`src/media_slice_reassembly_tracker_core_assert.svh`:
```
// ----------------------------------------------------------------------------
// Assertion macros
// Shared property wrappers for the slice reassembly tracker.
// ----------------------------------------------------------------------------
`ifndef MEDIA_SLICE_REASSEMBLY_TRACKER_CORE_ASSERT_SVH
`define MEDIA_SLICE_REASSEMBLY_TRACKER_CORE_ASSERT_SVH

`ifndef ASSERT_OFF
`define MSRT_ASSERT(label, clk, rstn, prop, msg) \
    label: assert property (@(posedge clk) disable iff (!rstn) prop) else $error(msg);
`define MSRT_ASSERT_NEXT(label, clk, rstn, ante, cons, msg) \
    label: assert property (@(posedge clk) disable iff (!rstn) ante |=> cons) else $error(msg);
`else
`define MSRT_ASSERT(label, clk, rstn, prop, msg)
`define MSRT_ASSERT_NEXT(label, clk, rstn, ante, cons, msg)
`endif

`endif

```
`src/msrt_pkg.sv`:
```
// ----------------------------------------------------------------------------
// msrt_pkg
// Types and constants of the slice reassembly tracker.
// ----------------------------------------------------------------------------
`default_nettype none

package msrt_pkg;

    localparam logic [23:0] MARK_PLAIN   = 24'h4B514E;
    localparam logic [23:0] MARK_KEY     = 24'h4B514B;
    localparam int          HEADER_BYTES = 19;
    localparam logic [19:0] FILL_MAX     = 20'hFFFFF;

    localparam logic [3:0] ST_STORED    = 4'd0;
    localparam logic [3:0] ST_MISMATCH  = 4'd1;
    localparam logic [3:0] ST_BAD_MARK  = 4'd2;
    localparam logic [3:0] ST_TOO_OLD   = 4'd3;
    localparam logic [3:0] ST_NO_SLOT   = 4'd4;
    localparam logic [3:0] ST_BAD_TRACK = 4'd5;
    localparam logic [3:0] ST_READ_OK   = 4'd6;
    localparam logic [3:0] ST_READ_NRDY = 4'd7;
    localparam logic [3:0] ST_OFF_RANGE = 4'd8;

    localparam logic [1:0] REG_STALE  = 2'd0;
    localparam logic [1:0] REG_LAG    = 2'd1;
    localparam logic [1:0] REG_REUSE  = 2'd2;

    typedef struct packed {
        logic        opcode;
        logic [23:0] marker;
        logic [1:0]  track_number;
        logic [30:0] sequence_req;
        logic [18:0] fragment_offset;
        logic [19:0] total_size;
        logic [15:0] packet_length;
    } t_request;

    typedef struct packed {
        logic [3:0]  status;
        logic [4:0]  slot_index;
        logic [18:0] byte_offset;
        logic [19:0] byte_count;
        logic        keyframe_out;
        logic        readjusted;
    } t_result;

    // search broadcast to every cell
    typedef struct packed {
        logic [1:0]         trk;
        logic [30:0]        key_seq;
        logic               key_ok;
        logic signed [32:0] thr;
    } t_query;

    // slot update broadcast, taken by the selected cell
    typedef struct packed {
        logic        we;
        logic        alloc;
        logic [1:0]  trk;
        logic [30:0] seq;
        logic [19:0] total;
        logic        key;
        logic [15:0] payload;
    } t_cmd;

    // match / reusable / complete flags along the chain
    typedef struct packed {
        logic m;
        logic a;
        logic r;
    } t_chain;

endpackage

`default_nettype wire

```
`src/msrt_cell.sv`:
```
// ----------------------------------------------------------------------------
// msrt_cell
// One slot position for every track, with its link in the priority chain.
// ----------------------------------------------------------------------------
`default_nettype none

module msrt_cell #(
    parameter int TRACKS = 2
) (
    input  wire logic            i_clk,
    input  wire logic            i_rst_n,
    input  msrt_pkg::t_query     i_query,
    input  msrt_pkg::t_cmd       i_cmd,
    input  wire logic            i_sel,
    input  msrt_pkg::t_chain     i_chain,
    output msrt_pkg::t_chain     o_chain,
    output msrt_pkg::t_chain     o_first,
    output logic [19:0]          o_tot,
    output logic                 o_key
);
    import msrt_pkg::*;

    localparam int TRK_W = (TRACKS > 1) ? $clog2(TRACKS) : 1;

    logic [TRACKS-1:0] r_vld;
    logic [30:0]       r_seq [TRACKS];
    logic [19:0]       r_tot [TRACKS];
    logic [19:0]       r_fil [TRACKS];
    logic              r_key [TRACKS];
    t_chain            r_flag;

    logic [TRK_W-1:0]  w_qt, w_ct;
    logic [30:0]       w_seq;
    logic [19:0]       w_tot, w_fil, w_cfil, w_base;
    logic              w_key;
    logic [20:0]       w_sum;
    t_chain            n_flag;

    assign w_qt = i_query.trk[TRK_W-1:0];
    assign w_ct = i_cmd.trk[TRK_W-1:0];

    // an entry never written reads as zero (free)
    assign w_seq  = r_vld[w_qt] ? r_seq[w_qt] : '0;
    assign w_tot  = r_vld[w_qt] ? r_tot[w_qt] : '0;
    assign w_fil  = r_vld[w_qt] ? r_fil[w_qt] : '0;
    assign w_key  = r_vld[w_qt] ? r_key[w_qt] : 1'b0;
    assign w_cfil = r_vld[w_ct] ? r_fil[w_ct] : '0;

    always_comb begin
        n_flag.m = i_query.key_ok && (w_seq == i_query.key_seq);
        n_flag.a = (w_seq == '0) || ($signed({2'b00, w_seq}) < i_query.thr);
        n_flag.r = n_flag.m && (w_fil == w_tot);
    end

    assign w_base = i_cmd.alloc ? '0 : w_cfil;
    assign w_sum  = {1'b0, w_base} + {5'b0, i_cmd.payload};

    always_ff @(posedge i_clk) begin
        if (!i_rst_n) begin
            r_vld  <= '0;
            r_flag <= '0;
        end else begin
            r_flag <= n_flag;
            if (i_cmd.we && i_sel) begin
                r_vld[w_ct] <= 1'b1;
            end
        end
    end

    always_ff @(posedge i_clk) begin
        if (i_cmd.we && i_sel) begin
            r_fil[w_ct] <= w_sum[20] ? FILL_MAX : w_sum[19:0];
            r_key[w_ct] <= i_cmd.key;
            if (i_cmd.alloc) begin
                r_seq[w_ct] <= i_cmd.seq;
                r_tot[w_ct] <= i_cmd.total;
            end
        end
    end

    always_comb begin
        o_chain.m = i_chain.m | r_flag.m;
        o_chain.a = i_chain.a | r_flag.a;
        o_chain.r = i_chain.r | r_flag.r;
        o_first.m = r_flag.m & ~i_chain.m;
        o_first.a = r_flag.a & ~i_chain.a;
        o_first.r = r_flag.r & ~i_chain.r;
    end

    assign o_tot = i_sel ? w_tot : '0;
    assign o_key = i_sel & w_key;

endmodule

`default_nettype wire

```
`config.mk`:
```
export PLATFORM = sky130hd
export DESIGN_NAME = msrt_cell
export DESIGN_NICKNAME = d
export VERILOG_FILES = /design/src/media_slice_reassembly_tracker_core_assert.svh /design/src/msrt_pkg.sv /design/src/msrt_cell.sv
export SDC_FILE = /design/constraint.sdc
export NUM_CORES = 1
export LEC_CHECK = 0
export BUFFER_PORTS_ARGS = -buffer_cell sky130_fd_sc_hd__buf_4
export CAP_MARGIN = 20
export CORE_MARGIN = 2
export CORE_UTILIZATION = 45
export DETAILED_ROUTE_END_ITERATION = 8
export PLACE_DENSITY = 0.79
export SYNTH_ARGS = -nofsm -noshare
export SYNTH_HDL_FRONTEND = slang
export SYNTH_SLANG_ARGS = --single-unit
export TNS_END_PERCENT = 30
```
`constraint.sdc`:
```
create_clock -name i_clk -period 9.9 [get_ports i_clk]
set_input_delay 1.98 -clock i_clk [delete_from_list [all_inputs] [get_ports i_clk]]
set_output_delay 1.98 -clock i_clk [all_outputs]
set_load 0.1 [all_outputs]
```
==> run summary <==
Outcome - finished, final reports clean
PwrDens - 152 mW/mm2
Synth unique cells - 58
Post-synth EDFFs - 144
Total power - 1.57 mW
#FFs+latches synth - 149
Latest clock arrival within the worst-skew pair - 430 ps
Clock Sinks - 149
# hold bufs at CTS - 0
First-pass iteration count of the detailed router - 5
Wire per inst - 19.7 um
Power share of the clock group - 41.1%
Clock Skew - 8.33 ps
CP Capture Type - output port
Initial antenna violation count - 0
Worst slew margin - 29.7%
Via density - 5.48
Vias in the first global route - 6066
Critical path startpoint category - primary input
Most frequent cells in the layout - 174 x buf_4, 144 x edfxtp_1, 50 x nor2_1, 50 x xnor2_1, 46 x ha_1
Sequential area share after synthesis - 53.5%
IO Port Bufs - 169
Clock buffer depth - 2
Vias post-DR - 6055
Most common cell after layout, fill and taps aside - buf_4
Syn nets - 883
Drc violations - 0
Final-stage net count - 1055
Syn avg cell area - 12.0 um2
Post-CTS setup buffer count - 0
Share of cells above drive strength 1 - 25.6%
Hold WC Path Type - flip-flop to flip-flop
Peak Freq - 0.165 GHz
I/O pin count - 172
Final min period - 6040 ps
First-pass GRT wire length - 33500 um
Crit path max fanout - 35
Total Routed Length - 21800 um
Die Y - 140 um
Number of diodes - 0
Synth Flop Type - edfxtp_1
Post-DP HPWL - 16300 um
Largest net degree at the start of global routing - 42
Antenna-violating nets left - 0
GRT Util Overall - 22.7%
TritonCTS clock tree - built
Sequential Power Share - 46.3%
Gate power share - 12.6%
Root buffer cell - clkbuf_16
Setup_tns - 0 ps
Drt initial violations - 470
Psw - 0.389 mW
Hold depth - 1
Max-slew violation count - 0
R2R cell count - 11
PostCTS Resize Cnt - 0
Area Growth Syn to Fin - 25.0%
# fillers - 1520
Final setup violation count - 0
Die X-Extent - 140 um
Int Power - 1.18 mW
Max_cap viols - 0
Leak pwr - 4.36 nW
Mapped cell area - 0.00826 mm2
Die area - 0.0195 mm2
CORE AREA - 0.0180 mm2
Least-Margin Pin Slew - 1050 ps
Initial Util - 46.0%
Site row count - 49
Switching Share - 24.8%
Yosys warning total - 0
RSZ-0062 raised after global routing - no
Synth Instances - 691
Grt ovf - 0
CTS HTree Levels - 4
Fin. Hold Viols - 0
Gpl congestion - 0.929
TritonCTS buffer count - 17
Type of the worst setup path - primary input to output port
Fin crit share - 61.1%
Clock-pin slew on the worst setup and hold paths - 60 ps
Arrival @ worst endpoint - 4060 ps
Async set-reset flop share out of synthesis - 0%
VDD IR-drop max - 0.000112 V
WP data required - 7920 ps
==> worst paths after layout <==
| check | startpoint | to | slack (ps) |
|---|---|---|---|
| worst max-delay path | i_query[65] | o_tot[2] | 3860 |
| worst min-delay path | r_vld[1]$_SDFFE_PN0P_ | r_vld[1]$_SDFFE_PN0P_ | 610 |
| worst max register to register | r_vld[1]$_SDFFE_PN0P_ | r_fil[0][13]$_DFFE_PP_ | 5840 |
| worst min register to register | r_vld[1]$_SDFFE_PN0P_ | r_vld[1]$_SDFFE_PN0P_ | 610 |
==> cell type report <==
type	count	area, um2	area share (%)
multi-input combinational	476	3550	34.4
tap	229	287	2.77
inverter	45	169	1.63
clock buffer	17	425	4.12
clock inverter	15	168	1.62
sequential	149	4420	42.8
timing repair buffer	174	1310	12.6
==> synth_stat cells (5+ instances only) <==
| cell | count | area share (%) |
|---|---|---|
| a211oi_1 | 5 | 0.45 |
| nand3_1 | 13 | 0.79 |
| o21ai_0 | 22 | 1.3 |
| mux2i_1 | 40 | 4.8 |
| inv_1 | 44 | 2.0 |
| and3_1 | 5 | 0.38 |
| edfxtp_1 | 144 | 52 |
| nor2_1 | 51 | 2.3 |
| nor4_1 | 15 | 1.1 |
| nor2b_1 | 8 | 0.61 |
| a21o_1 | 6 | 0.55 |
| or4_1 | 5 | 0.45 |
| ha_1 | 46 | 7.0 |
| clkbuf_1 | 8 | 0.36 |
| buf_6 | 5 | 0.68 |
| a21oi_1 | 28 | 1.7 |
| a22oi_1 | 6 | 0.55 |
| nand4_1 | 14 | 1.1 |
| nand2_1 | 41 | 1.9 |
| dfxtp_1 | 5 | 1.2 |
| xor2_1 | 30 | 3.2 |
| o21a_1 | 5 | 0.45 |
| a31oi_1 | 5 | 0.38 |
| xnor2_1 | 50 | 5.3 |
| a22o_1 | 21 | 2.2 |
| buf_2 | 5 | 0.30 |
==> state kept, by name, indices dropped and copies added, names as in the netlist <==
name and flops:
r_key 2, r_vld 2, r_flag 3, r_tot 40, r_fil 40, r_seq 62
==> cells by family (layout without fill, tap and decap cells) <==
group / after synthesis / in the layout / share of synthesized area, %
AOI/OAI and AO/OA: 126 / 126 / 10.9
xor gates and xnor gates: 80 / 80 / 8.48
adders and majority gates: 47 / 47 / 7.21
buffers and inverters: 66 / 251 / 3.62
DFF: 149 / 149 / 53.5
muxes: 43 / 43 / 5.25
and+or+nand+nor: 180 / 180 / 11.0
==> power by group through the flow <==
| stage | clock, mW | sequential [mW] | combinational, mW |
|---|---|---|---|
| 6_report | 0.645 | 0.727 | 0.198 |
| 4_1_cts | 0.655 | 0.727 | 0.198 |
| 3_3_place_gp | 0 | 0.739 | 0.194 |
| 3_5_place_dp | 0 | 0.740 | 0.197 |
| 5_1_grt | 0.682 | 0.729 | 0.215 |
| 2_1_floorplan | 0 | 0.738 | 0.114 |
==> layer usage <==
metal / wire, um / GRT usage, % / vias to the layer above / part of all wire, %
li1: - / - / 2924 / -
met1: 8680 / 27.8 / 2845 / 40
met2: 11100 / 39.7 / 256 / 51
met3: 1570 / 5.37 / 30 / 7.2
met4: 387 / 7.34 / 0 / 1.8
met5: 0 / 0 / - / 0
==> through the flow <==
stage	hold slack (ps)	utilization [%]	cell area, um2	setup slack (ps)	cells
6_report	614	57.5	10300	3860	1105
5_1_grt	631	57.5	10300	3680	1105
4_1_cts	606	57.5	10300	3810	1105
3_5_place_dp	596	54.2	9740	3800	1073
3_3_place_gp	598	54.2	9740	3820	1073
2_1_floorplan	519	-	8260	3650	691
==> critical path: stages <==
cell and delay (ps):
buf_4 370, nor2b_2 70, buf_4 280, o21ai_2 880, nor2_1 160, buf_4 290
(Power assumes the default switching activity.)
